$ cat config.mk
export PLATFORM = sky130hd
export DESIGN_NAME = request_retry_tracker
export DESIGN_NICKNAME = d
export VERILOG_FILES = /design/src/sv/rrt_pkg.sv /design/src/sv/rrt_outq.sv /design/src/sv/rrt_core.sv /design/src/sv/request_retry_tracker.sv
export SDC_FILE = /design/constraint.sdc
export NUM_CORES = 1
export LEC_CHECK = 0
export BUFFER_PORTS_ARGS = -buffer_cell sky130_fd_sc_hd__buf_4
export CAP_MARGIN = 20
export CORE_MARGIN = 5
export CORE_UTILIZATION = 60
export DETAILED_ROUTE_END_ITERATION = 8
export PLACE_DENSITY = 0.92
export SLEW_MARGIN = 5
export SYNTH_ARGS = -nofsm -noshare
export SYNTH_HDL_FRONTEND = slang
export SYNTH_HIERARCHICAL = 1
export SYNTH_SLANG_ARGS = --single-unit
$ cat constraint.sdc
create_clock -name clk -period 4.4 [get_ports clk]
set_input_delay 0.66 -clock clk [delete_from_list [all_inputs] [get_ports clk]]
set_output_delay 0.66 -clock clk [all_outputs]
set_load 0.03 [all_outputs]
$ cat src/sv/rrt_pkg.sv
`timescale 1ns / 1ps

package rrt_pkg;

  localparam int TIMER_BITS_DEF = 16;

  // Item functions
  localparam logic [1:0] FUNC_TICK  = 2'd0;
  localparam logic [1:0] FUNC_START = 2'd1;
  localparam logic [1:0] FUNC_FRAME = 2'd2;

  // Transaction kinds
  localparam logic [2:0] KIND_NONE       = 3'd0;
  localparam logic [2:0] KIND_SET_READ   = 3'd1;
  localparam logic [2:0] KIND_SET_SEND   = 3'd2;
  localparam logic [2:0] KIND_STATE_SEND = 3'd3;
  localparam logic [2:0] KIND_CAL_READ   = 3'd4;
  localparam logic [2:0] KIND_CAL_SEND   = 3'd5;

  // Frame kinds
  localparam logic [2:0] FRAME_UNKNOWN   = 3'd0;
  localparam logic [2:0] FRAME_ACK_SET   = 3'd1;
  localparam logic [2:0] FRAME_ACK_STATE = 3'd2;
  localparam logic [2:0] FRAME_ACK_CAL   = 3'd3;
  localparam logic [2:0] FRAME_STATUS    = 3'd4;
  localparam logic [2:0] FRAME_SETTINGS  = 3'd5;
  localparam logic [2:0] FRAME_CALIB     = 3'd6;

  // Configuration register indexes
  localparam logic [1:0] CFG_SHORT_IVL = 2'd0;
  localparam logic [1:0] CFG_LONG_IVL  = 2'd1;
  localparam logic [1:0] CFG_RETRY_LIM = 2'd2;

  localparam logic [15:0] SHORT_IVL_RST = 16'd1000;
  localparam logic [15:0] LONG_IVL_RST  = 16'd2000;
  localparam logic [3:0]  RETRY_LIM_RST = 4'd3;

  typedef struct packed {
    logic [1:0] func;
    logic [2:0] txn_kind;
    logic       clear_retries;
    logic [2:0] frame_kind;
  } in_item_t;

  typedef struct packed {
    logic       resend;
    logic [2:0] resend_kind;
    logic       gave_up;
    logic       show_error;
    logic       ack_taken;
    logic       settings_seen;
    logic       calib_seen;
    logic       status_shown;
    logic       frame_bad;
    logic       busy_res;
    logic       deaf;
    logic [3:0] retries_used;
  } out_item_t;

  typedef struct packed {
    logic [15:0] short_interval;
    logic [15:0] long_interval;
    logic [3:0]  retry_limit;
  } cfg_t;

  function automatic logic is_store(input logic [2:0] k);
    return (k == KIND_SET_SEND) || (k == KIND_CAL_SEND);
  endfunction

  // Send kind that an acknowledgement frame answers
  function automatic logic [2:0] ack_kind(input logic [2:0] fk);
    logic [2:0] k;
    case (fk)
      FRAME_ACK_SET:   k = KIND_SET_SEND;
      FRAME_ACK_STATE: k = KIND_STATE_SEND;
      FRAME_ACK_CAL:   k = KIND_CAL_SEND;
      default:         k = KIND_NONE;
    endcase
    return k;
  endfunction

endpackage

$ cat src/sv/rrt_outq.sv
`timescale 1ns / 1ps

module rrt_outq
  import rrt_pkg::*;
(
  input  logic      clk,
  input  logic      rst_n,
  input  logic      push,
  input  out_item_t push_data,
  output logic      has_space,
  output logic      out_valid,
  input  logic      out_stall,
  output out_item_t out_data
);

  out_item_t  mem_r [2];
  logic       wr_ptr_r, wr_ptr_nxt;
  logic       rd_ptr_r, rd_ptr_nxt;
  logic [1:0] cnt_r, cnt_nxt;
  logic       pop;

  assign has_space = (cnt_r != 2'd2);
  assign out_valid = (cnt_r != 2'd0);
  assign out_data  = mem_r[rd_ptr_r];
  assign pop       = out_valid && !out_stall;

  always_comb begin
    wr_ptr_nxt = push ? !wr_ptr_r : wr_ptr_r;
    rd_ptr_nxt = pop ? !rd_ptr_r : rd_ptr_r;
    cnt_nxt    = cnt_r + {1'b0, push} - {1'b0, pop};
  end

  always_ff @(posedge clk) begin
    if (!rst_n) begin
      wr_ptr_r <= 1'b0;
      rd_ptr_r <= 1'b0;
      cnt_r    <= 2'd0;
    end else begin
      wr_ptr_r <= wr_ptr_nxt;
      rd_ptr_r <= rd_ptr_nxt;
      cnt_r    <= cnt_nxt;
    end
  end

  always_ff @(posedge clk) begin
    if (push) begin
      mem_r[wr_ptr_r] <= push_data;
    end
  end

endmodule

$ cat src/sv/rrt_core.sv
`timescale 1ns / 1ps

module rrt_core
  import rrt_pkg::*;
#(
  parameter int TIMER_BITS = TIMER_BITS_DEF
) (
  input  logic      clk,
  input  logic      rst_n,
  input  logic      fire,
  input  in_item_t  item,
  input  cfg_t      cfg,
  output out_item_t result
);

  localparam int CMP_W = (TIMER_BITS > 16) ? TIMER_BITS : 16;

  logic [2:0]            pending_kind_r, pending_kind_nxt;
  logic [3:0]            retry_cnt_r, retry_cnt_nxt;
  logic [TIMER_BITS-1:0] elapsed_r, elapsed_nxt;
  logic [TIMER_BITS-1:0] elapsed_inc;
  logic [CMP_W-1:0]      elapsed_cmp, ivl_cmp;
  logic [15:0]           ivl;

  always_comb begin
    pending_kind_nxt = pending_kind_r;
    retry_cnt_nxt    = retry_cnt_r;
    elapsed_nxt      = elapsed_r;
    result           = '0;

    // The elapsed count sticks at its top, so a wider interval never expires.
    elapsed_inc = (elapsed_r != '1) ? elapsed_r + 1'b1 : elapsed_r;
    ivl         = is_store(pending_kind_r) ? cfg.long_interval : cfg.short_interval;
    elapsed_cmp = CMP_W'(elapsed_inc);
    ivl_cmp     = CMP_W'(ivl);

    case (item.func)
      FUNC_TICK: begin
        if (pending_kind_r != KIND_NONE) begin
          elapsed_nxt = elapsed_inc;
          if (elapsed_cmp >= ivl_cmp) begin
            result.resend_kind = pending_kind_r;
            if (retry_cnt_r < cfg.retry_limit) begin
              retry_cnt_nxt = retry_cnt_r + 4'd1;
              result.resend = 1'b1;
              elapsed_nxt   = '0;
            end else begin
              result.gave_up    = 1'b1;
              result.show_error = is_store(pending_kind_r) ||
                                  (pending_kind_r == KIND_STATE_SEND);
              pending_kind_nxt  = KIND_NONE;
              retry_cnt_nxt     = 4'd0;
            end
          end
        end
      end
      FUNC_START: begin
        if (item.txn_kind >= KIND_SET_READ && item.txn_kind <= KIND_CAL_SEND) begin
          pending_kind_nxt = item.txn_kind;
          elapsed_nxt      = '0;
          if (item.clear_retries) begin
            retry_cnt_nxt = 4'd0;
          end
        end
      end
      FUNC_FRAME: begin
        case (item.frame_kind)
          FRAME_ACK_SET, FRAME_ACK_STATE, FRAME_ACK_CAL: begin
            if (pending_kind_r != KIND_NONE &&
                ack_kind(item.frame_kind) == pending_kind_r) begin
              result.ack_taken = 1'b1;
              pending_kind_nxt = KIND_NONE;
              retry_cnt_nxt    = 4'd0;
            end else begin
              result.frame_bad = 1'b1;
            end
          end
          FRAME_STATUS: begin
            result.status_shown = (pending_kind_r == KIND_NONE);
          end
          FRAME_SETTINGS: begin
            result.settings_seen = 1'b1;
            if (pending_kind_r == KIND_SET_READ) begin
              pending_kind_nxt = KIND_NONE;
              retry_cnt_nxt    = 4'd0;
            end
          end
          FRAME_CALIB: begin
            result.calib_seen = 1'b1;
            if (pending_kind_r == KIND_CAL_READ) begin
              pending_kind_nxt = KIND_NONE;
              retry_cnt_nxt    = 4'd0;
            end
          end
          default: begin
            result.frame_bad = 1'b1;
          end
        endcase
      end
      default: begin
      end
    endcase

    result.busy_res     = (pending_kind_nxt != KIND_NONE);
    result.deaf         = is_store(pending_kind_nxt);
    result.retries_used = retry_cnt_nxt;
  end

  always_ff @(posedge clk) begin
    if (!rst_n) begin
      pending_kind_r <= KIND_NONE;
      retry_cnt_r    <= 4'd0;
      elapsed_r      <= '0;
    end else if (fire) begin
      pending_kind_r <= pending_kind_nxt;
      retry_cnt_r    <= retry_cnt_nxt;
      elapsed_r      <= elapsed_nxt;
    end
  end

`ifndef SYNTHESIS
  a_give_up_clears: assert property (@(posedge clk) disable iff (!rst_n)
    fire && result.gave_up |=> pending_kind_r == KIND_NONE && retry_cnt_r == 4'd0)
    else $error("abandoned transaction left state behind");

  a_resend_restarts_timer: assert property (@(posedge clk) disable iff (!rst_n)
    fire && result.resend |=> elapsed_r == '0)
    else $error("timer not restarted after resend");

  a_resend_xor_give_up: assert property (@(posedge clk) disable iff (!rst_n)
    fire |-> !(result.resend && result.gave_up))
    else $error("resend and give-up in the same word");

  a_state_holds_when_idle: assert property (@(posedge clk) disable iff (!rst_n)
    !fire |=> $stable(pending_kind_r) && $stable(retry_cnt_r) && $stable(elapsed_r))
    else $error("tracker state moved without an item");
`endif

endmodule

$ cat src/sv/request_retry_tracker.sv
`timescale 1ns / 1ps

// Retry tracker for one outstanding backend request. Each input word is a
// millisecond tick, a transaction start, a classified received frame or a
// no-op with an unused function code, and each produces exactly one result
// word. A word is registered on entry, evaluated against the tracker state
// and written to a two-word result queue, so one word is taken every clock
// cycle as long as results are drained; the result word is offered once its
// input word has passed the input register and the queue has taken it. The
// input stalls only when the result queue is full. Interval and retry
// limit registers may be written at any time the block holds no word.
module request_retry_tracker
  import rrt_pkg::*;
#(
  parameter int TIMER_BITS = TIMER_BITS_DEF
) (
  input  logic        clk,
  input  logic        rst_n,
  input  logic        in_valid,
  output logic        in_stall,
  input  in_item_t    in_data,
  output logic        out_valid,
  input  logic        out_stall,
  output out_item_t   out_data,
  input  logic        cfg_valid,
  output logic        cfg_ready,
  input  logic [1:0]  cfg_index,
  input  logic [15:0] cfg_wdata
);

  logic      in_vld_r;
  in_item_t  in_item_r;
  logic      q_space;
  logic      fire;
  out_item_t result;
  cfg_t      cfg_r, cfg_nxt;

  assign fire      = in_vld_r && q_space;
  assign in_stall  = in_vld_r && !q_space;
  assign cfg_ready = 1'b1;

  always_ff @(posedge clk) begin
    if (!rst_n) begin
      in_vld_r <= 1'b0;
    end else if (!in_stall) begin
      in_vld_r <= in_valid;
    end
  end

  always_ff @(posedge clk) begin
    if (in_valid && !in_stall) begin
      in_item_r <= in_data;
    end
  end

  always_comb begin
    cfg_nxt = cfg_r;
    if (cfg_valid && cfg_ready) begin
      case (cfg_index)
        CFG_SHORT_IVL: cfg_nxt.short_interval = cfg_wdata;
        CFG_LONG_IVL:  cfg_nxt.long_interval  = cfg_wdata;
        CFG_RETRY_LIM: cfg_nxt.retry_limit    = cfg_wdata[3:0];
        default: begin
        end
      endcase
    end
  end

  always_ff @(posedge clk) begin
    if (!rst_n) begin
      cfg_r.short_interval <= SHORT_IVL_RST;
      cfg_r.long_interval  <= LONG_IVL_RST;
      cfg_r.retry_limit    <= RETRY_LIM_RST;
    end else begin
      cfg_r <= cfg_nxt;
    end
  end

  rrt_core #(
    .TIMER_BITS(TIMER_BITS)
  ) u_core (
    .clk   (clk),
    .rst_n (rst_n),
    .fire  (fire),
    .item  (in_item_r),
    .cfg   (cfg_r),
    .result(result)
  );

  rrt_outq u_outq (
    .clk      (clk),
    .rst_n    (rst_n),
    .push     (fire),
    .push_data(result),
    .has_space(q_space),
    .out_valid(out_valid),
    .out_stall(out_stall),
    .out_data (out_data)
  );

endmodule

==> impl_metrics.py, run 1 <==
metrics = {
    "global_route": {
        "antenna_found_initial": 0,
        "grt_pass1_wl_um": 19230,
        "grt_pass1_vias": 4244,
        "overflow": 0,
        "grt_usage": 0.2043,
        "grt_start_max_net_pins": 74,
    },
    "final_layout": {
        "antenna_cells": 0,
        "num-nets-final": 648,
        "layout-drive-gt1-share": 0.1789,
        "multi_input_area_um2": 3009,
        "fillerInstances": 692,
        "syn2layout_area_growth_pct": 9.894,
        "regArea_um2": 2592,
        "postLayoutCellArea_um2": 6462,
    },
    "clock_network": {
        "cts-root-buf": "clkbuf_8",
        "cts.path.max_buffers": 2,
        "path_clk_slew_ns": 0.11,
        "clock-sinks": 108,
        "cts_resized": 0,
        "cts-htree-levels": 3,
        "cts_buffers": 9,
        "postCtsSetupBuffers": 0,
        "cts_tree": "built",
        "hold_buffers": 0,
        "clk_latency_ns": 0.38,
    },
    "timing": {
        "hold_viol": 0,
        "min_period_over_period": 0.9729,
        "drv_slew": 0,
        "fin_skew_ns": 0.01259,
        "setup_viol": 0,
        "holdWs_ns": 0.4609,
        "fmaxAchievable_ghz": 0.2336,
        "worst_pin_slew_ns": 0.8621,
        "relSlewSlack": 0.4245,
        "rsz0062_at_grt": "no",
        "timing.final.crit_period_ns": 4.281,
        "timing.setup.tns_ns": 0,
    },
    "placed_design": {
        "port_buffers": 50,
        "dp_hpwl_um": 8352,
        "finalWeightedCongestion": 0.9384,
        "placed_area_um2": 6250,
    },
    "yosys": {
        "synth_simple_gate_area_frac": 0.1779,
        "seq_area_frac_synth": 0.4409,
        "syn_area_per_cell_um2": 10.46,
        "synth_cell_types": 76,
        "synth_cells": 562,
        "synth_top_family_by_area": "simple AND/OR/NAND/NOR gates",
        "synthesis.area_um2": 5881,
        "ys_warn_count": 6,
        "ys.flop_type": "dfxtp_1",
        "synth_compound_area_frac": 0.1360,
        "syn_nets": 617,
        "synth-edff-count": 43,
        "muxShareOfSynthArea": 0.1253,
        "synthXorXnorAreaFrac": 0.02170,
        "synth-async-reset-ratio": 0,
        "ys_ff_latch": 108,
        "synthAdderAreaFrac": 0.04894,
    },
    "min_path": {
        "holdPathStages": 1,
        "hold_path_class": "in2reg",
    },
    "run": {
        "maxCapViolations": 0,
    },
    "setup_path": {
        "start_kind": "flop",
        "crit_buf_inv": 0,
        "crit_family": "compound AO/OA/AOI/OAI gates",
        "critPathMaxFanout": 11,
        "cpPeakStageDelay_ns": 0.64,
        "critPathKind": "reg2reg",
        "arrival_ns": 4.42,
        "ff2ff_path_depth": 14,
        "path_common_cell": "and3_1",
        "crit_chain": "ha_1 -> and2_1 -> and3_1 -> a211oi_1 -> and3_1 -> xor2_1 -> ha_1 -> and3_1 -> a221oi_1 -> o21ai_1 -> a2111o_1 -> a21oi_4 -> a21oi_2 -> mux2_4",
        "cp.depth": 14,
        "cp_slowest_cell": "a2111o_1",
        "required_ns": 4.54,
        "setup.worst_path.end_class": "flop",
    },
    "floorplanning": {
        "die_height_um": 109,
        "dieArea_um2": 11880,
        "num_rows": 36,
        "io-pin-count": 52,
        "die_w_um": 109,
        "coreArea_um2": 9684,
        "start_util": 0.6072,
    },
    "routing": {
        "drtPass1Iterations": 7,
        "vias": 4369,
        "ant_nets": 0,
        "drt-vias-per-instance": 5.977,
        "routed_wl_um": 11830,
        "dr.first_iter.drc_count": 358,
        "wl_per_cell_um": 16.18,
        "drcViolationCount": 0,
    },
    "run_status": {
        "status": "completed",
    },
    "power_and_ir_drop": {
        "peakVddDrop_v": 0.0002094,
        "leakage_nw": 2.737,
        "p_per_area_nw_per_um2": 341.8,
    },
}
[Yosys cell counts (12+ instances only)]
cell      instances  area, um^2
dfxtp_1          65        1301
nand2_1          72       270.3
a31oi_1          12       75.07
nor2_1           16       60.06
and2_1           12       75.07
and3_1           14       87.58
edfxtp_1         43        1291
clkbuf_1         12       45.04
ha_1             23       287.8
a21oi_1          19       95.09
inv_1            18       67.56
mux2i_1          47       470.5
nor2b_1          22       137.6
[per-stage QoR]
step	utilization	setup slack, ns	instances	power, mW
global route	0.6673	0.003591	731	2.304
floorplan	-	0.4549	562	1.491
finish	0.6673	0.1191	731	2.209
detailed placement	0.6453	0.2401	715	1.613
CTS	0.6665	0.2177	731	2.224
global placement	0.6453	0.4591	715	1.596
[layer usage]
layer	part of all wire	GRT usage	wire, um	vias to the layer above
met5	0	0	0	-
met4	0.026	0.09378	304	0
met3	0.050	0.04677	589	31
met2	0.52	0.3632	6145	145
met1	0.40	0.2317	4787	2087
li1	-	-	-	2106
[logic make-up (layout without fill, tap and decap cells)]
group / count (synthesis) / count (layout)
xor+xnor: 13 / 13
mux: 67 / 67
simple gates: 191 / 191
other cells: 1 / 1
flops: 108 / 108
buf+inv: 53 / 89
fa+ha+maj: 23 / 23
compound gates: 106 / 106
[sequential cells by signal, summed over array words and instances (netlist names), named ones only]
| register | cells |
|---|---|
| u_outq/mem_r | 34 |
| u_outq/wr_ptr_r | 1 |
| u_outq/rd_ptr_r | 1 |
| u_core/elapsed_r | 16 |
| u_core/retry_cnt_r | 4 |
| u_core/pending_kind_r | 3 |
| cfg_r | 36 |
| u_outq/cnt_r | 2 |
| in_item_r | 9 |
| in_vld_r | 1 |
[cell type report]
class | count | area share
inverter | 19 | 0.01104
timing repair buffer | 54 | 0.06467
multi-input combinational | 401 | 0.4656
sequential | 108 | 0.4012
clock buffer | 9 | 0.01917
clock inverter | 7 | 0.01258
tap | 133 | 0.02575
[report_power, final]
group          total, mW  internal [mW]  switching, mW  leakage, nW
clock              0.621          0.272          0.349       0.0997
sequential          1.15           1.10         0.0517        0.934
combinational      0.439          0.208          0.232         1.70
[cell usage in the layout (no fill, tap or decap), types with 4 or more instances in the layout]
master / count
nor3b_1: 4
or2_2: 5
edfxtp_1: 43
nand4b_1: 4
nand3b_1: 6
mux2i_1: 47
ha_1: 23
and3_1: 14
nor2b_1: 22
clkbuf_8: 9
inv_1: 18
a21oi_1: 19
o21a_1: 5
a22o_1: 7
and2_1: 12
dfxtp_1: 65
nand2b_1: 7
o211ai_1: 6
xor2_1: 5
mux2_4: 11
o21ai_0: 10
nor2_1: 16
nand2_1: 72
xnor2_1: 7
a21o_1: 8
a31oi_1: 12
buf_4: 53
mux2_2: 9
nand3_1: 7
nand4_1: 5
[worst reg2reg max path, stage by stage (launching register included)]
cell,delay [ns]
dfxtp_1,0.41
ha_1,0.28
and2_1,0.18
and3_1,0.22
a211oi_1,0.29
and3_1,0.26
xor2_1,0.20
ha_1,0.27
and3_1,0.18
a221oi_1,0.30
o21ai_1,0.12
a2111o_1,0.64
a21oi_4,0.28
a21oi_2,0.10
mux2_4,0.32
[final timing paths]
| path | start | to | slack, ns |
|---|---|---|---|
| worst max-delay path | u_core/elapsed_r[0] | u_outq/mem_r[1][4] | 0.12 |
| worst min-delay path | in_data[1] | in_item_r[1] | 0.46 |
| worst max register to register | u_core/elapsed_r[0] | u_outq/mem_r[1][4] | 0.12 |
| worst min register to register | cfg_r[3] | cfg_r[3] | 0.46 |
Power figures use the tool's default switching activity.
==> inputs of run 2 (changes only) <==
--- a/config.mk
+++ b/config.mk
@@ -8,10 +8,10 @@
 export BUFFER_PORTS_ARGS = -buffer_cell sky130_fd_sc_hd__buf_4
 export CAP_MARGIN = 20
 export CORE_MARGIN = 5
-export CORE_UTILIZATION = 60
+export CORE_UTILIZATION = 45
 export DETAILED_ROUTE_END_ITERATION = 8
-export PLACE_DENSITY = 0.92
-export SLEW_MARGIN = 5
+export PLACE_DENSITY = 0.75
+export SLEW_MARGIN = 30
 export SYNTH_ARGS = -nofsm -noshare
 export SYNTH_HDL_FRONTEND = slang
 export SYNTH_HIERARCHICAL = 1
==> impl_metrics.py, run 2 (same netlist as run 1, synthesis figures left out) <==
metrics = {
    "run_status": {
        "status": "completed",
    },
    "setup_path": {
        "path_common_cell": "and3_1",
        "critPathMaxFanout": 11,
        "critPathKind": "reg2reg",
        "cpPeakStageDelay_ns": 0.57,
        "setup.worst_path.end_class": "flop",
        "r2r_end": "u_outq/mem_r[0][4]",
        "arrival_ns": 4.19,
        "r2r_start": "u_core/elapsed_r[0]",
        "r2r_slack_ns": 0.31,
        "ff2ff_path_depth": 14,
        "start_kind": "flop",
        "cp_slowest_cell": "a2111o_2",
        "crit_chain": "ha_1 -> and2_1 -> and3_1 -> a211oi_1 -> and3_1 -> xor2_1 -> ha_1 -> and3_1 -> a221oi_1 -> o21ai_1 -> a2111o_2 -> a21oi_4 -> a21oi_1 -> mux2_4",
        "required_ns": 4.50,
    },
    "floorplanning": {
        "num_rows": 41,
        "start_util": 0.4622,
        "die_w_um": 124.3,
        "coreArea_um2": 12720,
        "io-pin-count": 52,
        "die_height_um": 124.3,
        "dieArea_um2": 15450,
    },
    "final_layout": {
        "num-nets-final": 650,
        "final_cell_mix": "72 x nand2_1, 65 x dfxtp_1, 56 x buf_4",
        "reg_top3": "cfg_r (36), u_outq/mem_r (34), u_core/elapsed_r (16)",
        "regMostFlops": "cfg_r",
        "layout-drive-gt1-share": 0.1817,
        "layout_commonest_cell": "nand2_1",
        "antenna_cells": 0,
        "largest_reg_flops": 36,
        "utilization": 0.5223,
        "syn2layout_area_growth_pct": 13.00,
    },
    "clock_network": {
        "cts-root-buf": "clkbuf_16",
        "cts.path.max_buffers": 2,
        "cts_buffers": 9,
        "cts_tree": "built",
        "cts-htree-levels": 3,
        "clock-sinks": 108,
        "clk_latency_ns": 0.35,
        "path_clk_slew_ns": 0.07,
    },
    "timing": {
        "fin_skew_ns": 0.008453,
        "setup_viol": 0,
        "worst_pin_slew_ns": 0.9180,
        "drv_slew": 0,
        "timing.setup.tns_ns": 0,
        "rsz0062_at_grt": "no",
        "relSlewSlack": 0.3871,
        "min_period_over_period": 0.9292,
        "hold_viol": 0,
        "fmaxAchievable_ghz": 0.2446,
        "timing.final.crit_period_ns": 4.088,
    },
    "power_and_ir_drop": {
        "leakage_nw": 2.806,
        "peakVddDrop_v": 0.0002407,
        "p_per_area_nw_per_um2": 372.4,
        "finalPower_mw": 2.475,
    },
    "routing": {
        "dr.first_iter.drc_count": 249,
        "drt-vias-per-instance": 5.551,
        "drtPass1Iterations": 5,
        "routed_wl_um": 11890,
        "ant_nets": 0,
        "vias": 4285,
        "wl_per_cell_um": 15.40,
        "drcViolationCount": 0,
    },
    "min_path": {
        "hold_path_class": "reg2reg",
        "worstHoldStart": "cfg_r[6]",
        "holdPathStages": 2,
        "holdPathEnd": "cfg_r[6]",
    },
    "global_route": {
        "grt_usage": 0.1532,
        "overflow": 0,
        "grt_start_max_net_pins": 73,
        "antenna_found_initial": 0,
        "grt_pass1_wl_um": 19780,
        "grt_pass1_vias": 4253,
    },
    "placed_design": {
        "port_buffers": 50,
        "dp_hpwl_um": 8716,
        "finalWeightedCongestion": 0.8062,
    },
    "run": {
        "maxCapViolations": 0,
    },
}
[run 2: timing repair]
item | in CTS | in global routing
gates resized for setup | 0 | 2
buffers inserted | 0 | 0
hold buffers | 0 | 0
setup endpoints to repair | 0 | 11
[run 2: worst max-delay path by stage]
stage / startpoint / end / cells after the start
finish: u_core/elapsed_r[0] / u_outq/mem_r[0][4] / 14
floorplan: u_core/elapsed_r[0] / u_outq/mem_r[0][4] / 16
detailed placement: u_core/elapsed_r[0] / u_core/elapsed_r[2] / 14
CTS: u_core/elapsed_r[0] / u_core/elapsed_r[6] / 14
global placement: u_core/elapsed_r[0] / u_outq/mem_r[0][4] / 14
global route: u_core/elapsed_r[0] / u_outq/mem_r[0][4] / 14
[run 2: critical path, delay by kind of cell, from the launching register on]
family	cells	cell delay, ns
compound gates	6	1.65
xor+xnor	1	0.17
fa+ha+maj	2	0.52
flops	1	0.38
mux	1	0.28
simple gates	4	0.83
[run 2: per-stage QoR]
step                      cells  instance area [um^2]  setup WS (ns)  hold WS, ns
final                       772                  6645         0.3117       0.4594
after global routing        772                  6645        0.03604       0.4733
after floorplan             562                  5881         0.4549       0.4313
after detailed placement    756                  6301         0.2606       0.4510
after global placement      756                  6301         0.4359       0.4404
after CTS                   772                  6636         0.2395       0.4643
[run 2: cell type report]
type | count | area (um^2)
clock buffer | 11 | 254.0
inverter | 19 | 71.32
multi-input combinational | 401 | 3010
tap | 172 | 215.2
clock inverter | 5 | 81.33
sequential | 108 | 2592
timing repair buffer | 56 | 420.4
fill | 1137 | 6077
[run 2: where the power goes]
part	switching (mW)	internal [mW]
sequential	0.0533	1.10
clock	0.348	0.535
combinational	0.234	0.208
[run 2: routing by layer]
layer / wire length (um) / global-route usage
met5: 0 / 0
met4: 312 / 0.06254
met3: 586 / 0.03259
met2: 5944 / 0.2691
met1: 5041 / 0.1814
